## src/rtl/core/ttcs_pkg.sv

```systemverilog
package ttcs_pkg;

  localparam int DEF_COLS         = 80;
  localparam int DEF_VISIBLE_ROWS = 45;
  localparam int DEF_TOTAL_ROWS   = 136;
  localparam int DEF_FONT_SIZE    = 16;
  localparam int DEF_SCREEN_WIDTH = 1280;

  localparam int BYTES_PER_PIXEL = 2;
  localparam int QUEUE_DEPTH     = 2;

  localparam int CHAR_W  = 8;
  localparam int GLYPH_W = 7;
  localparam int COL_W   = 7;
  localparam int ROW_W   = 8;
  localparam int COLOR_W = 16;
  localparam int ADDR_W  = 32;
  localparam int CFG_IDX_W  = 2;
  localparam int CFG_DATA_W = 32;
  localparam int CNT_W   = 3;

  localparam logic [CHAR_W-1:0] CHAR_BS    = 8'd8;
  localparam logic [CHAR_W-1:0] CHAR_TAB   = 8'd9;
  localparam logic [CHAR_W-1:0] CHAR_NL    = 8'd10;
  localparam logic [CHAR_W-1:0] CHAR_CR    = 8'd13;
  localparam logic [CHAR_W-1:0] CHAR_SPACE = 8'd32;
  localparam logic [CHAR_W-1:0] CHAR_TILDE = 8'd126;

  localparam logic [CNT_W-1:0] TAB_STOP = 3'd4;

  localparam logic [CFG_IDX_W-1:0] CFG_FG   = 2'd0;
  localparam logic [CFG_IDX_W-1:0] CFG_BG   = 2'd1;
  localparam logic [CFG_IDX_W-1:0] CFG_BASE = 2'd2;

  localparam logic [COLOR_W-1:0] FG_RESET = 16'hFFFF;

  typedef enum logic [1:0] {
    ACT_DRAW   = 2'd0,
    ACT_SCROLL = 2'd1,
    ACT_RESET  = 2'd2,
    ACT_NONE   = 2'd3
  } action_t;

  typedef enum logic [2:0] {
    OP_PUT,
    OP_NL,
    OP_CR,
    OP_BS,
    OP_TAB,
    OP_IGN
  } op_t;

  typedef struct packed {
    op_t                op;
    logic [GLYPH_W-1:0] glyph;
  } cmd_t;

  typedef struct packed {
    logic [COLOR_W-1:0] fg;
    logic [COLOR_W-1:0] bg;
    logic [ADDR_W-1:0]  base;
  } cfg_t;

  typedef enum logic [1:0] {
    BK_IDLE,
    BK_RUN,
    BK_LINE
  } back_state_t;

endpackage

```

## src/rtl/core/ttcs_ifs.sv

```systemverilog
interface ttcs_in_if import ttcs_pkg::*; ();
  logic              valid;
  logic              ready;
  logic [CHAR_W-1:0] char_in;

  modport source (output valid, output char_in, input ready);
  modport sink   (input valid, input char_in, output ready);
endinterface

interface ttcs_out_if import ttcs_pkg::*; ();
  logic               valid;
  logic               ready;
  logic [1:0]         action;
  logic [COL_W-1:0]   cell_col;
  logic [ROW_W-1:0]   cell_row;
  logic [GLYPH_W-1:0] glyph;
  logic [COLOR_W-1:0] glyph_fg;
  logic [COLOR_W-1:0] glyph_bg;
  logic [ROW_W-1:0]   window_row;
  logic [ADDR_W-1:0]  show_address;
  logic [COL_W-1:0]   cur_col;
  logic [ROW_W-1:0]   cur_row;
  logic               last;

  modport source (output valid, output action, output cell_col, output cell_row,
                  output glyph, output glyph_fg, output glyph_bg, output window_row,
                  output show_address, output cur_col, output cur_row, output last,
                  input ready);
  modport sink   (input valid, input action, input cell_col, input cell_row,
                  input glyph, input glyph_fg, input glyph_bg, input window_row,
                  input show_address, input cur_col, input cur_row, input last,
                  output ready);
endinterface

interface ttcs_cfg_if import ttcs_pkg::*; ();
  logic                  valid;
  logic                  ready;
  logic [CFG_IDX_W-1:0]  index;
  logic [CFG_DATA_W-1:0] data;

  modport source (output valid, output index, output data, input ready);
  modport sink   (input valid, input index, input data, output ready);
endinterface

```

## src/rtl/core/ttcs_regs.sv

```systemverilog
module ttcs_regs import ttcs_pkg::*; (
  input  logic       clk,
  input  logic       rst_n,
  ttcs_cfg_if.sink   cfg,
  output cfg_t       cfg_o
);

  cfg_t cfg_r;
  cfg_t cfg_nxt;

  assign cfg.ready = 1'b1;
  assign cfg_o     = cfg_r;

  always_comb begin
    cfg_nxt = cfg_r;
    if (cfg.valid) begin
      unique case (cfg.index)
        CFG_FG:   cfg_nxt.fg   = cfg.data[COLOR_W-1:0];
        CFG_BG:   cfg_nxt.bg   = cfg.data[COLOR_W-1:0];
        CFG_BASE: cfg_nxt.base = cfg.data[ADDR_W-1:0];
        default:  cfg_nxt = cfg_r;
      endcase
    end
  end

  always_ff @(posedge clk) begin
    if (!rst_n) begin
      cfg_r.fg   <= FG_RESET;
      cfg_r.bg   <= '0;
      cfg_r.base <= '0;
    end else begin
      cfg_r <= cfg_nxt;
    end
  end

endmodule

```

## src/rtl/core/ttcs_front.sv

```systemverilog
module ttcs_front import ttcs_pkg::*; (
  ttcs_in_if.sink  in,
  input  logic     full,
  output logic     push,
  output cmd_t     push_cmd
);

  assign in.ready = !full;
  assign push     = in.valid && !full;

  always_comb begin
    push_cmd.glyph = in.char_in[GLYPH_W-1:0];
    if (in.char_in == CHAR_NL) begin
      push_cmd.op = OP_NL;
    end else if (in.char_in == CHAR_CR) begin
      push_cmd.op = OP_CR;
    end else if (in.char_in == CHAR_BS) begin
      push_cmd.op = OP_BS;
    end else if (in.char_in == CHAR_TAB) begin
      push_cmd.op = OP_TAB;
    end else if (in.char_in >= CHAR_SPACE && in.char_in <= CHAR_TILDE) begin
      push_cmd.op = OP_PUT;
    end else begin
      push_cmd.op = OP_IGN;
    end
  end

endmodule

```

## src/rtl/core/ttcs_queue.sv

```systemverilog
module ttcs_queue import ttcs_pkg::*; (
  input  logic clk,
  input  logic rst_n,
  input  logic push,
  input  cmd_t push_cmd,
  output logic full,
  input  logic pop,
  output logic head_valid,
  output cmd_t head_cmd
);

  localparam int PTR_W = (QUEUE_DEPTH > 1) ? $clog2(QUEUE_DEPTH) : 1;
  localparam int CNT_QW = $clog2(QUEUE_DEPTH + 1);

  cmd_t              slot_r [QUEUE_DEPTH];
  logic [PTR_W-1:0]  wr_ptr_r, wr_ptr_nxt;
  logic [PTR_W-1:0]  rd_ptr_r, rd_ptr_nxt;
  logic [CNT_QW-1:0] count_r, count_nxt;
  logic              do_pop;

  assign full       = (count_r == CNT_QW'(QUEUE_DEPTH));
  assign head_valid = (count_r != '0);
  assign head_cmd   = slot_r[rd_ptr_r];
  assign do_pop     = pop && head_valid;

  always_comb begin
    wr_ptr_nxt = wr_ptr_r;
    rd_ptr_nxt = rd_ptr_r;
    count_nxt  = count_r;
    if (push) begin
      wr_ptr_nxt = (wr_ptr_r == PTR_W'(QUEUE_DEPTH - 1)) ? '0 : wr_ptr_r + 1'b1;
    end
    if (do_pop) begin
      rd_ptr_nxt = (rd_ptr_r == PTR_W'(QUEUE_DEPTH - 1)) ? '0 : rd_ptr_r + 1'b1;
    end
    if (push && !do_pop) begin
      count_nxt = count_r + 1'b1;
    end else if (do_pop && !push) begin
      count_nxt = count_r - 1'b1;
    end
  end

  always_ff @(posedge clk) begin
    if (push) begin
      slot_r[wr_ptr_r] <= push_cmd;
    end
  end

  always_ff @(posedge clk) begin
    if (!rst_n) begin
      wr_ptr_r <= '0;
      rd_ptr_r <= '0;
      count_r  <= '0;
    end else begin
      wr_ptr_r <= wr_ptr_nxt;
      rd_ptr_r <= rd_ptr_nxt;
      count_r  <= count_nxt;
    end
  end

endmodule

```

## src/rtl/core/ttcs_back.sv

```systemverilog
module ttcs_back import ttcs_pkg::*; #(
  parameter int COLS         = DEF_COLS,
  parameter int VISIBLE_ROWS = DEF_VISIBLE_ROWS,
  parameter int TOTAL_ROWS   = DEF_TOTAL_ROWS,
  parameter int FONT_SIZE    = DEF_FONT_SIZE,
  parameter int SCREEN_WIDTH = DEF_SCREEN_WIDTH
) (
  input  logic       clk,
  input  logic       rst_n,
  input  cfg_t       cfg,
  input  logic       head_valid,
  input  cmd_t       head_cmd,
  output logic       pop,
  ttcs_out_if.source out
);

  localparam logic [ADDR_W-1:0] ROW_BYTES =
    ADDR_W'(FONT_SIZE * SCREEN_WIDTH * BYTES_PER_PIXEL);

  back_state_t        state_r, state_nxt;
  op_t                op_r, op_nxt;
  logic [GLYPH_W-1:0] glyph_r, glyph_nxt;
  logic [CNT_W-1:0]   cnt_r, cnt_nxt;
  action_t            pend_r, pend_nxt;
  logic [COL_W-1:0]   col_r, col_nxt;
  logic [ROW_W-1:0]   row_r, row_nxt;
  logic [ROW_W-1:0]   win_r, win_nxt;
  logic [ADDR_W-1:0]  offs_r, offs_nxt;

  logic               ov_r, ov_nxt;
  action_t            o_act_r, o_act_nxt;
  logic [COL_W-1:0]   o_col_r, o_col_nxt;
  logic [ROW_W-1:0]   o_row_r, o_row_nxt;
  logic [GLYPH_W-1:0] o_glyph_r, o_glyph_nxt;
  logic [COLOR_W-1:0] o_fg_r, o_fg_nxt;
  logic [COLOR_W-1:0] o_bg_r, o_bg_nxt;
  logic [ROW_W-1:0]   o_win_r;
  logic [ADDR_W-1:0]  o_addr_r;
  logic [COL_W-1:0]   o_ccol_r;
  logic [ROW_W-1:0]   o_crow_r;
  logic               o_last_r, o_last_nxt;
  logic               emit;

  logic               can_emit;
  logic [ROW_W:0]     nl_row_inc;
  logic [ROW_W:0]     win_lim;
  action_t            nl_act;
  logic [ROW_W-1:0]   nl_row;
  logic [ROW_W-1:0]   nl_win;
  logic [ADDR_W-1:0]  nl_offs;
  logic [COL_W:0]     col_inc;
  logic               wrap;

  assign can_emit   = !ov_r || out.ready;
  assign nl_row_inc = {1'b0, row_r} + 1'b1;
  assign win_lim    = {1'b0, win_r} + (ROW_W+1)'(VISIBLE_ROWS);
  assign col_inc    = {1'b0, col_r} + 1'b1;
  assign wrap       = (col_inc >= (COL_W+1)'(COLS));

  always_comb begin
    if (nl_row_inc >= (ROW_W+1)'(TOTAL_ROWS)) begin
      nl_act  = ACT_RESET;
      nl_row  = '0;
      nl_win  = '0;
      nl_offs = '0;
    end else if (nl_row_inc >= win_lim) begin
      nl_act  = ACT_SCROLL;
      nl_row  = nl_row_inc[ROW_W-1:0];
      nl_win  = win_r + 1'b1;
      nl_offs = offs_r + ROW_BYTES;
    end else begin
      nl_act  = ACT_NONE;
      nl_row  = nl_row_inc[ROW_W-1:0];
      nl_win  = win_r;
      nl_offs = offs_r;
    end
  end

  always_comb begin
    state_nxt   = state_r;
    op_nxt      = op_r;
    glyph_nxt   = glyph_r;
    cnt_nxt     = cnt_r;
    pend_nxt    = pend_r;
    col_nxt     = col_r;
    row_nxt     = row_r;
    win_nxt     = win_r;
    offs_nxt    = offs_r;
    pop         = 1'b0;
    emit        = 1'b0;
    o_act_nxt   = ACT_NONE;
    o_col_nxt   = '0;
    o_row_nxt   = '0;
    o_glyph_nxt = '0;
    o_fg_nxt    = '0;
    o_bg_nxt    = '0;
    o_last_nxt  = 1'b1;

    unique case (state_r)
      BK_IDLE: begin
        if (head_valid) begin
          pop       = 1'b1;
          op_nxt    = head_cmd.op;
          glyph_nxt = head_cmd.glyph;
          cnt_nxt   = (head_cmd.op == OP_TAB) ? TAB_STOP - {1'b0, col_r[1:0]} : CNT_W'(1);
          state_nxt = BK_RUN;
        end
      end

      BK_RUN: begin
        if (can_emit) begin
          emit = 1'b1;
          unique case (op_r)
            OP_PUT, OP_TAB: begin
              o_act_nxt   = ACT_DRAW;
              o_col_nxt   = col_r;
              o_row_nxt   = row_r;
              o_glyph_nxt = (op_r == OP_TAB) ? CHAR_SPACE[GLYPH_W-1:0] : glyph_r;
              o_fg_nxt    = cfg.fg;
              o_bg_nxt    = cfg.bg;
              if (wrap) begin
                col_nxt  = '0;
                row_nxt  = nl_row;
                win_nxt  = nl_win;
                offs_nxt = nl_offs;
              end else begin
                col_nxt = col_inc[COL_W-1:0];
              end
              if (wrap && nl_act != ACT_NONE) begin
                pend_nxt   = nl_act;
                o_last_nxt = 1'b0;
                state_nxt  = BK_LINE;
              end else begin
                o_last_nxt = (cnt_r == CNT_W'(1));
                cnt_nxt    = cnt_r - 1'b1;
                if (cnt_r == CNT_W'(1)) begin
                  state_nxt = BK_IDLE;
                end
              end
            end
            OP_NL: begin
              col_nxt   = '0;
              row_nxt   = nl_row;
              win_nxt   = nl_win;
              offs_nxt  = nl_offs;
              o_act_nxt = nl_act;
              if (nl_act == ACT_SCROLL) begin
                o_row_nxt = nl_row;
                o_bg_nxt  = cfg.bg;
              end
              state_nxt = BK_IDLE;
            end
            OP_CR: begin
              col_nxt   = '0;
              state_nxt = BK_IDLE;
            end
            OP_BS: begin
              if (col_r != '0) begin
                col_nxt     = col_r - 1'b1;
                o_act_nxt   = ACT_DRAW;
                o_col_nxt   = col_r - 1'b1;
                o_row_nxt   = row_r;
                o_glyph_nxt = CHAR_SPACE[GLYPH_W-1:0];
                o_fg_nxt    = cfg.fg;
                o_bg_nxt    = cfg.bg;
              end
              state_nxt = BK_IDLE;
            end
            default: begin
              state_nxt = BK_IDLE;
            end
          endcase
        end
      end

      BK_LINE: begin
        if (can_emit) begin
          emit      = 1'b1;
          o_act_nxt = pend_r;
          if (pend_r == ACT_SCROLL) begin
            o_row_nxt = row_r;
            o_bg_nxt  = cfg.bg;
          end
          o_last_nxt = (cnt_r == CNT_W'(1));
          cnt_nxt    = cnt_r - 1'b1;
          state_nxt  = (cnt_r == CNT_W'(1)) ? BK_IDLE : BK_RUN;
        end
      end

      default: begin
        state_nxt = BK_IDLE;
      end
    endcase

    if (emit) begin
      ov_nxt = 1'b1;
    end else if (out.ready) begin
      ov_nxt = 1'b0;
    end else begin
      ov_nxt = ov_r;
    end
  end

  always_ff @(posedge clk) begin
    if (!rst_n) begin
      state_r <= BK_IDLE;
      op_r    <= OP_IGN;
      cnt_r   <= '0;
      pend_r  <= ACT_NONE;
      col_r   <= '0;
      row_r   <= '0;
      win_r   <= '0;
      offs_r  <= '0;
      ov_r    <= 1'b0;
    end else begin
      state_r <= state_nxt;
      op_r    <= op_nxt;
      cnt_r   <= cnt_nxt;
      pend_r  <= pend_nxt;
      col_r   <= col_nxt;
      row_r   <= row_nxt;
      win_r   <= win_nxt;
      offs_r  <= offs_nxt;
      ov_r    <= ov_nxt;
    end
  end

  always_ff @(posedge clk) begin
    glyph_r <= glyph_nxt;
    if (emit) begin
      o_act_r   <= o_act_nxt;
      o_col_r   <= o_col_nxt;
      o_row_r   <= o_row_nxt;
      o_glyph_r <= o_glyph_nxt;
      o_fg_r    <= o_fg_nxt;
      o_bg_r    <= o_bg_nxt;
      o_win_r   <= win_nxt;
      o_addr_r  <= cfg.base + offs_nxt;
      o_ccol_r  <= col_nxt;
      o_crow_r  <= row_nxt;
      o_last_r  <= o_last_nxt;
    end
  end

  assign out.valid        = ov_r;
  assign out.action       = o_act_r;
  assign out.cell_col     = o_col_r;
  assign out.cell_row     = o_row_r;
  assign out.glyph        = o_glyph_r;
  assign out.glyph_fg     = o_fg_r;
  assign out.glyph_bg     = o_bg_r;
  assign out.window_row   = o_win_r;
  assign out.show_address = o_addr_r;
  assign out.cur_col      = o_ccol_r;
  assign out.cur_row      = o_crow_r;
  assign out.last         = o_last_r;

endmodule

```

## src/rtl/core/text_terminal_cursor_scroller_unit.sv

```systemverilog
// An item that enters an idle block passes through a queue slot and the idle-state fetch
// into the output register, where its first result is then valid. The execution sequencer
// takes each command from the two-entry queue and emits its results one at a time, taking
// the next command only after the last result; output stalls hold it. A tab yields at most
// five results. Reset (rst_n low at a clock edge) clears the cursor, the window, the queue
// and the output valid flag, and sets the foreground to white, the background and the base to zero.
module text_terminal_cursor_scroller_unit import ttcs_pkg::*; #(
  parameter int COLS         = DEF_COLS,
  parameter int VISIBLE_ROWS = DEF_VISIBLE_ROWS,
  parameter int TOTAL_ROWS   = DEF_TOTAL_ROWS,
  parameter int FONT_SIZE    = DEF_FONT_SIZE,
  parameter int SCREEN_WIDTH = DEF_SCREEN_WIDTH
) (
  input  logic        clk,
  input  logic        rst_n,
  ttcs_in_if.sink     in_ch,
  ttcs_out_if.source  out_ch,
  ttcs_cfg_if.sink    cfg_ch
);

  cfg_t cfg;
  logic q_full;
  logic q_push;
  cmd_t q_push_cmd;
  logic q_pop;
  logic q_head_valid;
  cmd_t q_head_cmd;

  ttcs_regs u_regs (
    .clk   (clk),
    .rst_n (rst_n),
    .cfg   (cfg_ch),
    .cfg_o (cfg)
  );

  ttcs_front u_front (
    .in       (in_ch),
    .full     (q_full),
    .push     (q_push),
    .push_cmd (q_push_cmd)
  );

  ttcs_queue u_queue (
    .clk        (clk),
    .rst_n      (rst_n),
    .push       (q_push),
    .push_cmd   (q_push_cmd),
    .full       (q_full),
    .pop        (q_pop),
    .head_valid (q_head_valid),
    .head_cmd   (q_head_cmd)
  );

  ttcs_back #(
    .COLS         (COLS),
    .VISIBLE_ROWS (VISIBLE_ROWS),
    .TOTAL_ROWS   (TOTAL_ROWS),
    .FONT_SIZE    (FONT_SIZE),
    .SCREEN_WIDTH (SCREEN_WIDTH)
  ) u_back (
    .clk        (clk),
    .rst_n      (rst_n),
    .cfg        (cfg),
    .head_valid (q_head_valid),
    .head_cmd   (q_head_cmd),
    .pop        (q_pop),
    .out        (out_ch)
  );

endmodule

```

## src/flat_wrapper.sv

```systemverilog
// flat-port wrapper written by rule: the top's interface ports become plain ports
module text_terminal_cursor_scroller_unit_flat import ttcs_pkg::*;
#(
  parameter int COLS         = DEF_COLS,
  parameter int VISIBLE_ROWS = DEF_VISIBLE_ROWS,
  parameter int TOTAL_ROWS   = DEF_TOTAL_ROWS,
  parameter int FONT_SIZE    = DEF_FONT_SIZE,
  parameter int SCREEN_WIDTH = DEF_SCREEN_WIDTH
)
  (clk, rst_n, in_ch_valid, in_ch_char_in, in_ch_ready, out_ch_valid, out_ch_action, out_ch_cell_col, out_ch_cell_row, out_ch_glyph, out_ch_glyph_fg, out_ch_glyph_bg, out_ch_window_row, out_ch_show_address, out_ch_cur_col, out_ch_cur_row, out_ch_last, out_ch_ready, cfg_ch_valid, cfg_ch_index, cfg_ch_data, cfg_ch_ready);
  ttcs_in_if in_ch_i ();
  ttcs_out_if out_ch_i ();
  ttcs_cfg_if cfg_ch_i ();
  input  logic clk;
  input  logic rst_n;
  input wire logic [$bits(in_ch_i.valid)-1:0] in_ch_valid;
  input wire logic [$bits(in_ch_i.char_in)-1:0] in_ch_char_in;
  output wire logic [$bits(in_ch_i.ready)-1:0] in_ch_ready;
  output wire logic [$bits(out_ch_i.valid)-1:0] out_ch_valid;
  output wire logic [$bits(out_ch_i.action)-1:0] out_ch_action;
  output wire logic [$bits(out_ch_i.cell_col)-1:0] out_ch_cell_col;
  output wire logic [$bits(out_ch_i.cell_row)-1:0] out_ch_cell_row;
  output wire logic [$bits(out_ch_i.glyph)-1:0] out_ch_glyph;
  output wire logic [$bits(out_ch_i.glyph_fg)-1:0] out_ch_glyph_fg;
  output wire logic [$bits(out_ch_i.glyph_bg)-1:0] out_ch_glyph_bg;
  output wire logic [$bits(out_ch_i.window_row)-1:0] out_ch_window_row;
  output wire logic [$bits(out_ch_i.show_address)-1:0] out_ch_show_address;
  output wire logic [$bits(out_ch_i.cur_col)-1:0] out_ch_cur_col;
  output wire logic [$bits(out_ch_i.cur_row)-1:0] out_ch_cur_row;
  output wire logic [$bits(out_ch_i.last)-1:0] out_ch_last;
  input wire logic [$bits(out_ch_i.ready)-1:0] out_ch_ready;
  input wire logic [$bits(cfg_ch_i.valid)-1:0] cfg_ch_valid;
  input wire logic [$bits(cfg_ch_i.index)-1:0] cfg_ch_index;
  input wire logic [$bits(cfg_ch_i.data)-1:0] cfg_ch_data;
  output wire logic [$bits(cfg_ch_i.ready)-1:0] cfg_ch_ready;
  assign in_ch_i.valid = in_ch_valid;
  assign in_ch_i.char_in = in_ch_char_in;
  assign in_ch_ready = in_ch_i.ready;
  assign out_ch_valid = out_ch_i.valid;
  assign out_ch_action = out_ch_i.action;
  assign out_ch_cell_col = out_ch_i.cell_col;
  assign out_ch_cell_row = out_ch_i.cell_row;
  assign out_ch_glyph = out_ch_i.glyph;
  assign out_ch_glyph_fg = out_ch_i.glyph_fg;
  assign out_ch_glyph_bg = out_ch_i.glyph_bg;
  assign out_ch_window_row = out_ch_i.window_row;
  assign out_ch_show_address = out_ch_i.show_address;
  assign out_ch_cur_col = out_ch_i.cur_col;
  assign out_ch_cur_row = out_ch_i.cur_row;
  assign out_ch_last = out_ch_i.last;
  assign out_ch_i.ready = out_ch_ready;
  assign cfg_ch_i.valid = cfg_ch_valid;
  assign cfg_ch_i.index = cfg_ch_index;
  assign cfg_ch_i.data = cfg_ch_data;
  assign cfg_ch_ready = cfg_ch_i.ready;
  text_terminal_cursor_scroller_unit #(.COLS(COLS), .VISIBLE_ROWS(VISIBLE_ROWS), .TOTAL_ROWS(TOTAL_ROWS), .FONT_SIZE(FONT_SIZE), .SCREEN_WIDTH(SCREEN_WIDTH)) u_core (.clk(clk), .rst_n(rst_n), .in_ch(in_ch_i), .out_ch(out_ch_i), .cfg_ch(cfg_ch_i));
endmodule
```

## config.mk

```make
export PLATFORM = sky130hd
export DESIGN_NAME = text_terminal_cursor_scroller_unit_flat
export DESIGN_NICKNAME = d
export VERILOG_FILES = /design/src/rtl/core/ttcs_pkg.sv /design/src/rtl/core/ttcs_ifs.sv /design/src/rtl/core/ttcs_regs.sv /design/src/rtl/core/ttcs_front.sv /design/src/rtl/core/ttcs_queue.sv /design/src/rtl/core/ttcs_back.sv /design/src/rtl/core/text_terminal_cursor_scroller_unit.sv /design/src/flat_wrapper.sv
export SDC_FILE = /design/constraint.sdc
export NUM_CORES = 1
export LEC_CHECK = 0
export BUFFER_PORTS_ARGS = -buffer_cell sky130_fd_sc_hd__buf_4
export CAP_MARGIN = 10
export CORE_MARGIN = 3
export CORE_UTILIZATION = 60
export CTS_BUF_LIST = sky130_fd_sc_hd__clkbuf_8
export DETAILED_ROUTE_END_ITERATION = 8
export PLACE_DENSITY = 0.82
export SLEW_MARGIN = 20
export SYNTH_ARGS = -nofsm -noshare
export SYNTH_HDL_FRONTEND = slang
export SYNTH_HIERARCHICAL = 1
export SYNTH_SLANG_ARGS = --single-unit
export TNS_END_PERCENT = 5
```

## constraint.sdc

```tcl
create_clock -name clk -period 12.73 [get_ports clk]
set_input_delay 2.546 -clock clk [delete_from_list [all_inputs] [get_ports clk]]
set_output_delay 2.546 -clock clk [all_outputs]
set_load 0.1 [all_outputs]
```

==> results of run 1 <==
-- cells by family after synthesis --
| kind of cell | count (synthesis) | share of synthesized area, % |
|---|---|---|
| buf+inv | 127 | 4.512 |
| simple gates | 464 | 18.06 |
| flops | 274 | 50.00 |
| xor+xnor | 44 | 2.802 |
| other cells | 1 | 0.02727 |
| compound gates | 315 | 15.01 |
| mux | 61 | 4.531 |
| fa+ha+maj | 55 | 5.058 |
-- worst max-delay path, delay by kind of cell --
family	cells	cell delay [ns]
buffers and inverters	1	0.08
AO/OA/AOI/OAI	6	1.87
XOR/XNOR	1	0.09
AND/OR/NAND/NOR	7	2.65
adder cells (fa/ha/maj)	1	0.29
-- registers in the layout (all words and copies together), names as in the netlist, 8 cells and up, named ones only --
register / cells
u_core/u_back/out.cell_row: 8
u_core/u_back/out.window_row: 8
u_core/u_back/out.show_address: 32
u_core/u_back/out.glyph_bg: 16
u_core/u_queue/slot_r: 20
u_core/u_back/row_r: 8
u_core/u_back/offs_r: 32
u_core/u_back/out.cur_row: 8
u_core/u_regs/cfg_o: 64
u_core/u_back/out.glyph_fg: 16
u_core/u_back/win_r: 8
-- layout make-up --
type                            count  share of cell area, %
Clock inverter                     32                  1.224
Timing Repair Buffer              169                  8.009
Sequential cell                   274                  43.41
Clock buffer                       50                  4.344
Multi-Input combinational cell    940                  39.57
Tap cell                          280                  2.212
Inverter                           52                  1.232
-- stage by stage --
step / utilization (%) / instances / power [mW] / hold WS [ns] / instance area [um^2]
2_1_floorplan: - / 1341 / 2.059 / 0.4301 / 13750
3_3_place_gp: 67.50 / 1715 / 2.267 / 0.4394 / 14960
3_5_place_dp: 67.50 / 1715 / 2.282 / 0.4451 / 14960
4_1_cts: 71.48 / 1797 / 3.036 / 0.4535 / 15840
5_1_grt: 71.48 / 1797 / 3.134 / 0.4775 / 15840
6_report: 71.48 / 1797 / 3.019 / 0.4539 / 15840
-- layer usage --
metal	vias up	part of all wire [%]	global-route usage, %
li1	5126	-	-
met2	436	45	39.39
met4	0	2.3	7.521
met3	68	7.7	4.372
met1	4942	45	35.96
met5	-	0	0
-- Yosys cell counts (6+ instances only) --
master and n:
edfxtp_1 139, nor3_1 14, a22oi_1 8, o211ai_1 34
ha_1 54, and2_1 97, nand3_1 33, a21boi_0 7
o31ai_1 9, nor2b_1 11, inv_1 52, clkbuf_1 41
nand2b_1 8, nand4bb_1 17, o21a_1 13, and3_1 25
buf_6 9, nand3b_1 8, o21ai_0 75, a21oi_1 80
xnor2_1 34, o21bai_1 9, mux2i_1 51, a311oi_1 6
a21o_1 13, mux2_2 10, dfxtp_1 135, nor2_1 49
buf_4 12, buf_2 12, o21ai_1 9, a211oi_1 6
xor2_1 10, nand2_1 161
-- worst paths after layout --
kind                                                  endpoint  slack [ns]  cells after the start
setup reg to reg  u_core/u_back/out.show_address[27]$_DFFE_PP_        6.54                     18
setup / recovery  u_core/u_back/out.show_address[27]$_DFFE_PP_        5.48                     16
hold / removal            u_core/u_regs/cfg_o[36]$_SDFFE_PN0P_        0.45                      2
hold reg to reg           u_core/u_regs/cfg_o[36]$_SDFFE_PN0P_        0.45                      2
-- power by group --
part	switching [mW]	total (mW)	internal [mW]
clock	0.346	0.749	0.403
sequential	0.0695	1.17	1.10
combinational	0.888	1.11	0.218
total	1.30	3.02	1.72
==> flow_summary.yaml, run 1 <==
grt:
  gr-total-overflow: 0
  grt_pass1_wl_mm: 50.66
  grt_pass1_vias: 10090
  antenna_found_initial: 0
  grt_use_total_pct: 25.10
  grt_start_max_net_pins: 105
clocking:
  cts_setup_buffers: 0
  cts_tree: "done"
  worst_skew_pair.late_latency_ns: 0.57
  cts_hold_buffers: 0
  clock_path_buffers: 3
  clk_pin_slew_ns: 0.06
  cts_resized: 0
  numCtsBuffers: 44
  cts-root-buf: "clkbuf_8"
  cts_sinks: 274
  htreeDepth: 2
floorplan:
  die_w_um: 157.4
  die-area_mm2: 0.02477
  fp-row-count: 54
  fp.coreArea_mm2: 0.02216
  initial_core_util_pct: 62.06
  die_h_um: 157.4
  ios: 162
worst_setup_path:
  critPathMostFrequentCell: "nor2_1"
  path_cells: "buf_4, nor2b_1, nor2_1, nand2_1, nor2_1, nand2_1, and2_1, ha_1, a211o_1, a211oi_1, nor2_1, a2111o_1, a21oi_1, o21ai_0, a31oi_1, xnor2_1"
  worst-endpoint-required_ns: 13.04
  startpoint: "out_ch_ready"
  slowest_stage: "nor2_1"
  crit_type: "input pin to register"
  critical_path_arrival_ns: 7.56
  startpoint_type: "input pin"
  r2r_start: "u_core/u_back/row_r[0]$_SDFF_PN0_"
  slowest_delay_ns: 0.65
  cp_max_fo: 26
  end_kind: "register"
timing:
  rsz0062_at_grt: "false"
  tightest_slew_ns: 1.006
  drv_slew: 0
  slew_headroom_pct: 32.92
  fin_crit_sh_pct: 56.95
  setup-tns-final_ns: 0
  hold_viol: 0
  final.setup_skew_ns: 0.03918
  period_needed_ns: 7.250
  final-setup-viol-count: 0
  fmax_mhz: 137.9
  setup_ws_ns: 5.480
placed_design:
  gp_congestion: 0.9180
  dp_slack_ns: 5.072
  portBuffers: 160
  dp_hpwl_mm: 21.94
worst_hold_path:
  hold_path.class: "register to register"
  worstHoldStart: "u_core/u_regs/cfg_o[36]$_SDFFE_PN0P_"
finish:
  multiInputGateArea_mm2: 0.006267
  final_common_cell: "buf_4"
  num-nets-final: 1583
  layout_common_cells: "buf_4 (169), nand2_1 (161), edfxtp_1 (139), dfxtp_1 (135), and2_1 (97)"
  layout.area.seq_mm2: 0.006877
  syn_to_final_growth_pct: 15.17
  nFillCells: 1659
  n_antenna_cell: 0
  drive_above_1_share_pct: 17.07
drt:
  routed_via_density: 5.883
  antenna_left: 0
  wl_per_cell_um: 17.54
  drt-pass1-iter-count: 5
  num_vias: 10570
  routed_wl_mm: 31.52
  drc: 0
  dr.first_iter.drc_count: 905
synthesis:
  seq_area_frac_synth_pct: 50.00
  synth.top_cell.area_share_pct: 30.35
  yosysTopAreaCell: "edfxtp_1"
  synthCells: 1341
  syn_avg_cell_area_um2: 10.26
  yosys_register_bits: 274
  synth_cell_type_count: 79
  synth-async-reset-ratio_pct: 0
  synth.top_cells.by_area: "edfxtp_1 (30%), dfxtp_1 (20%), ha_1 (4.9%)"
  syn_nets: 1443
  ys.warnings.count: 6
  synth_top_flop_cell: "edfxtp_1"
  syn-cell-area_mm2: 0.01375
  synth_edf_count: 139
run_status:
  outcome: "completed"
power_and_ir_drop:
  p_leak_nw: 6.628
  powerDensity_mw_per_mm2: 190.6
  peakVddDrop_uv: 104.4
run:
  drv_cap: 0
Note: power is estimated with default switching activity, not from simulation.
==> inputs of run 2 (changes only) <==
CORE_UTILIZATION = 55   (was 60)
PLACE_DENSITY = 0.79   (was 0.82)
clock period = 6.1 ns   (was 12.73 ns; I/O delays follow)
==> run 2 against run 1 <==
Sequential power grew 110%. Wire length grew 2.2%. Clock power grew 120%. Cell count grew 2.8%. Design area grew 1.2%. Clock skew shrank 0.013 ns. Largest cell class unchanged. Highest routed layer unchanged. Largest power group unchanged.
==> flow_summary.yaml, run 2 (synthesis results as in run 1) <==
worst_hold_path:
  holdPathStages: 2
  hold_path.class: "register to register"
  min_to: "u_core/u_regs/cfg_o[39]$_SDFFE_PN0P_"
  worstHoldStart: "u_core/u_regs/cfg_o[39]$_SDFFE_PN0P_"
placed_design:
  gp_congestion: 0.9189
  dp_hpwl_mm: 22.53
  portBuffers: 160
  dp_slack_ns: 0.1475
grt:
  grt_pass1_vias: 9905
  grt_use_total_pct: 23.52
  grt_pass1_wl_mm: 51.20
  antenna_found_initial: 0
  gr-total-overflow: 0
  grt_start_max_net_pins: 63
timing:
  drv_slew: 0
  slew_headroom_pct: 28.81
  final.setup_skew_ns: 0.02621
  period_needed_ns: 5.667
  hold_viol: 0
  setup_ws_ns: 0.4326
  final-setup-viol-count: 0
  fin_crit_sh_pct: 92.91
  fmax_mhz: 176.4
  setup-tns-final_ns: 0
  rsz0062_at_grt: "false"
  tightest_slew_ns: 1.068
  timing.hold.ws_ns: 0.4555
worst_setup_path:
  rrSetupSlack_ns: 0.43
  reg2reg_to: "u_core/u_back/out.show_address[28]$_DFFE_PP_"
  slowest_delay_ns: 0.56
  r2r_start: "u_core/u_back/row_r[0]$_SDFF_PN0_"
  crit_type: "register to register"
  slowest_stage: "dfxtp_1"
  path_cells: "ha_1, and4_1, nand2_1, xnor2_1, ha_1, and4_1, o211ai_1, o211a_1, a21oi_2, nand2_1, o21ai_0, ha_1, o21a_1, o21ai_0, o211ai_1, a41oi_1, o2111ai_1, a31o_2, a21oi_1, xnor2_1"
  startpoint_type: "register"
  cp_max_fo: 12
  critical_path_arrival_ns: 5.96
  end_kind: "register"
  critPathMostFrequentCell: "ha_1"
  worst-endpoint-required_ns: 6.39
  reg2regPathDepth: 20
finish:
  layout.area.seq_mm2: 0.006877
  post-route-util_pct: 65.55
  n_antenna_cell: 0
  largest_register_ffs: 64
  layout_common_cells: "buf_4 (173), nand2_1 (161), edfxtp_1 (139), dfxtp_1 (135), and2_1 (97)"
  drive_above_1_share_pct: 18.32
  multiInputGateArea_mm2: 0.006297
  num-nets-final: 1589
  nFillCells: 1978
  final_common_cell: "buf_4"
  syn_to_final_growth_pct: 16.58
floorplan:
  ios: 162
  initial_core_util_pct: 56.22
  fp-row-count: 57
  fp.coreArea_mm2: 0.02446
  die_h_um: 164.1
  die_w_um: 164.1
  die-area_mm2: 0.02694
clocking:
  cts-root-buf: "clkbuf_8"
  worst_skew_pair.late_latency_ns: 0.55
  clock_path_buffers: 3
  cts_hold_buffers: 0
  cts_resized: 0
  clk_pin_slew_ns: 0.06
  htreeDepth: 2
  cts_setup_buffers: 0
  cts_tree: "done"
  numCtsBuffers: 46
  cts_sinks: 274
drt:
  antenna_left: 0
  drc: 0
  routed_wl_mm: 32.21
  wl_per_cell_um: 17.44
  dr.first_iter.drc_count: 772
  drt-pass1-iter-count: 7
  num_vias: 10580
  routed_via_density: 5.729
power_and_ir_drop:
  powerDensity_mw_per_mm2: 400.6
  p_leak_nw: 6.683
  peakVddDrop_uv: 255.7
run_status:
  outcome: "completed"
run:
  drv_cap: 0
## run 2: cell count changes in the layout (fill, tap and decap cells not counted), sizes merged
| cell | before | now |
|---|---|---|
| clkbuf | 50 | 55 |
| buf | 169 | 173 |
| clkinv | 9 | 13 |
| clkinvlp | 0 | 1 |
| inv | 73 | 64 |
| bufinv | 2 | 3 |
## run 2: final cells by class
type / count / area share, %
Sequential cell: 274 / 42.89
Multi-Input combinational cell: 940 / 39.27
Clock buffer: 55 / 4.721
Timing Repair Buffer: 173 / 8.100
Clock inverter: 29 / 1.272
Tap cell: 324 / 2.528
Inverter: 52 / 1.217
## run 2: worst max-delay path: cells and delay by family, from the launching register on
| family | cells | cell delay [ns] |
|---|---|---|
| xor gates and xnor gates | 2 | 0.26 |
| and+or+nand+nor | 4 | 0.72 |
| AOI/OAI and AO/OA | 11 | 2.76 |
| DFF | 1 | 0.56 |
| adders and majority gates | 3 | 1.10 |
## run 2: worst max path at each step
stage / start / end / slack [ns] / cells past startpoint
after global placement: out_ch_ready / u_core/u_back/out.show_address[27]$_DFFE_PP_ / 0.23 / 16
after CTS: u_core/u_back/row_r[0]$_SDFF_PN0_ / u_core/u_back/out.show_address[27]$_DFFE_PP_ / 0.28 / 20
after global routing: u_core/u_back/row_r[0]$_SDFF_PN0_ / u_core/u_back/out.show_address[28]$_DFFE_PP_ / 0.03 / 20
after detailed placement: out_ch_ready / u_core/u_back/out.show_address[27]$_DFFE_PP_ / 0.15 / 16
final: u_core/u_back/row_r[0]$_SDFF_PN0_ / u_core/u_back/out.show_address[28]$_DFFE_PP_ / 0.43 / 20
after floorplan: out_ch_ready / u_core/u_back/out.show_address[27]$_DFFE_PP_ / 1.03 / 17
## run 2: metal layers
layer	vias to the layer above	track usage (%)	part of all wire [%]
li1	5142	-	-
met1	5002	32.92	44
met2	369	37.88	47
met3	69	3.758	6.3
met4	0	6.844	2.6
met5	-	0	0
## run 2: where the power goes
group,switching [mW],internal [mW],total [mW]
clock network,0.724,0.947,1.67
logic,1.86,0.463,2.33
registers,0.141,2.29,2.43
total,2.73,3.70,6.42
## run 2: stage by stage
step,power (mW),std cells,area [um^2]
floorplan,4.281,1341,13760
global placement,4.756,1763,15050
detailed placement,4.784,1763,15050
CTS,6.466,1847,16010
global route,6.680,1847,16030
finish,6.423,1847,16030
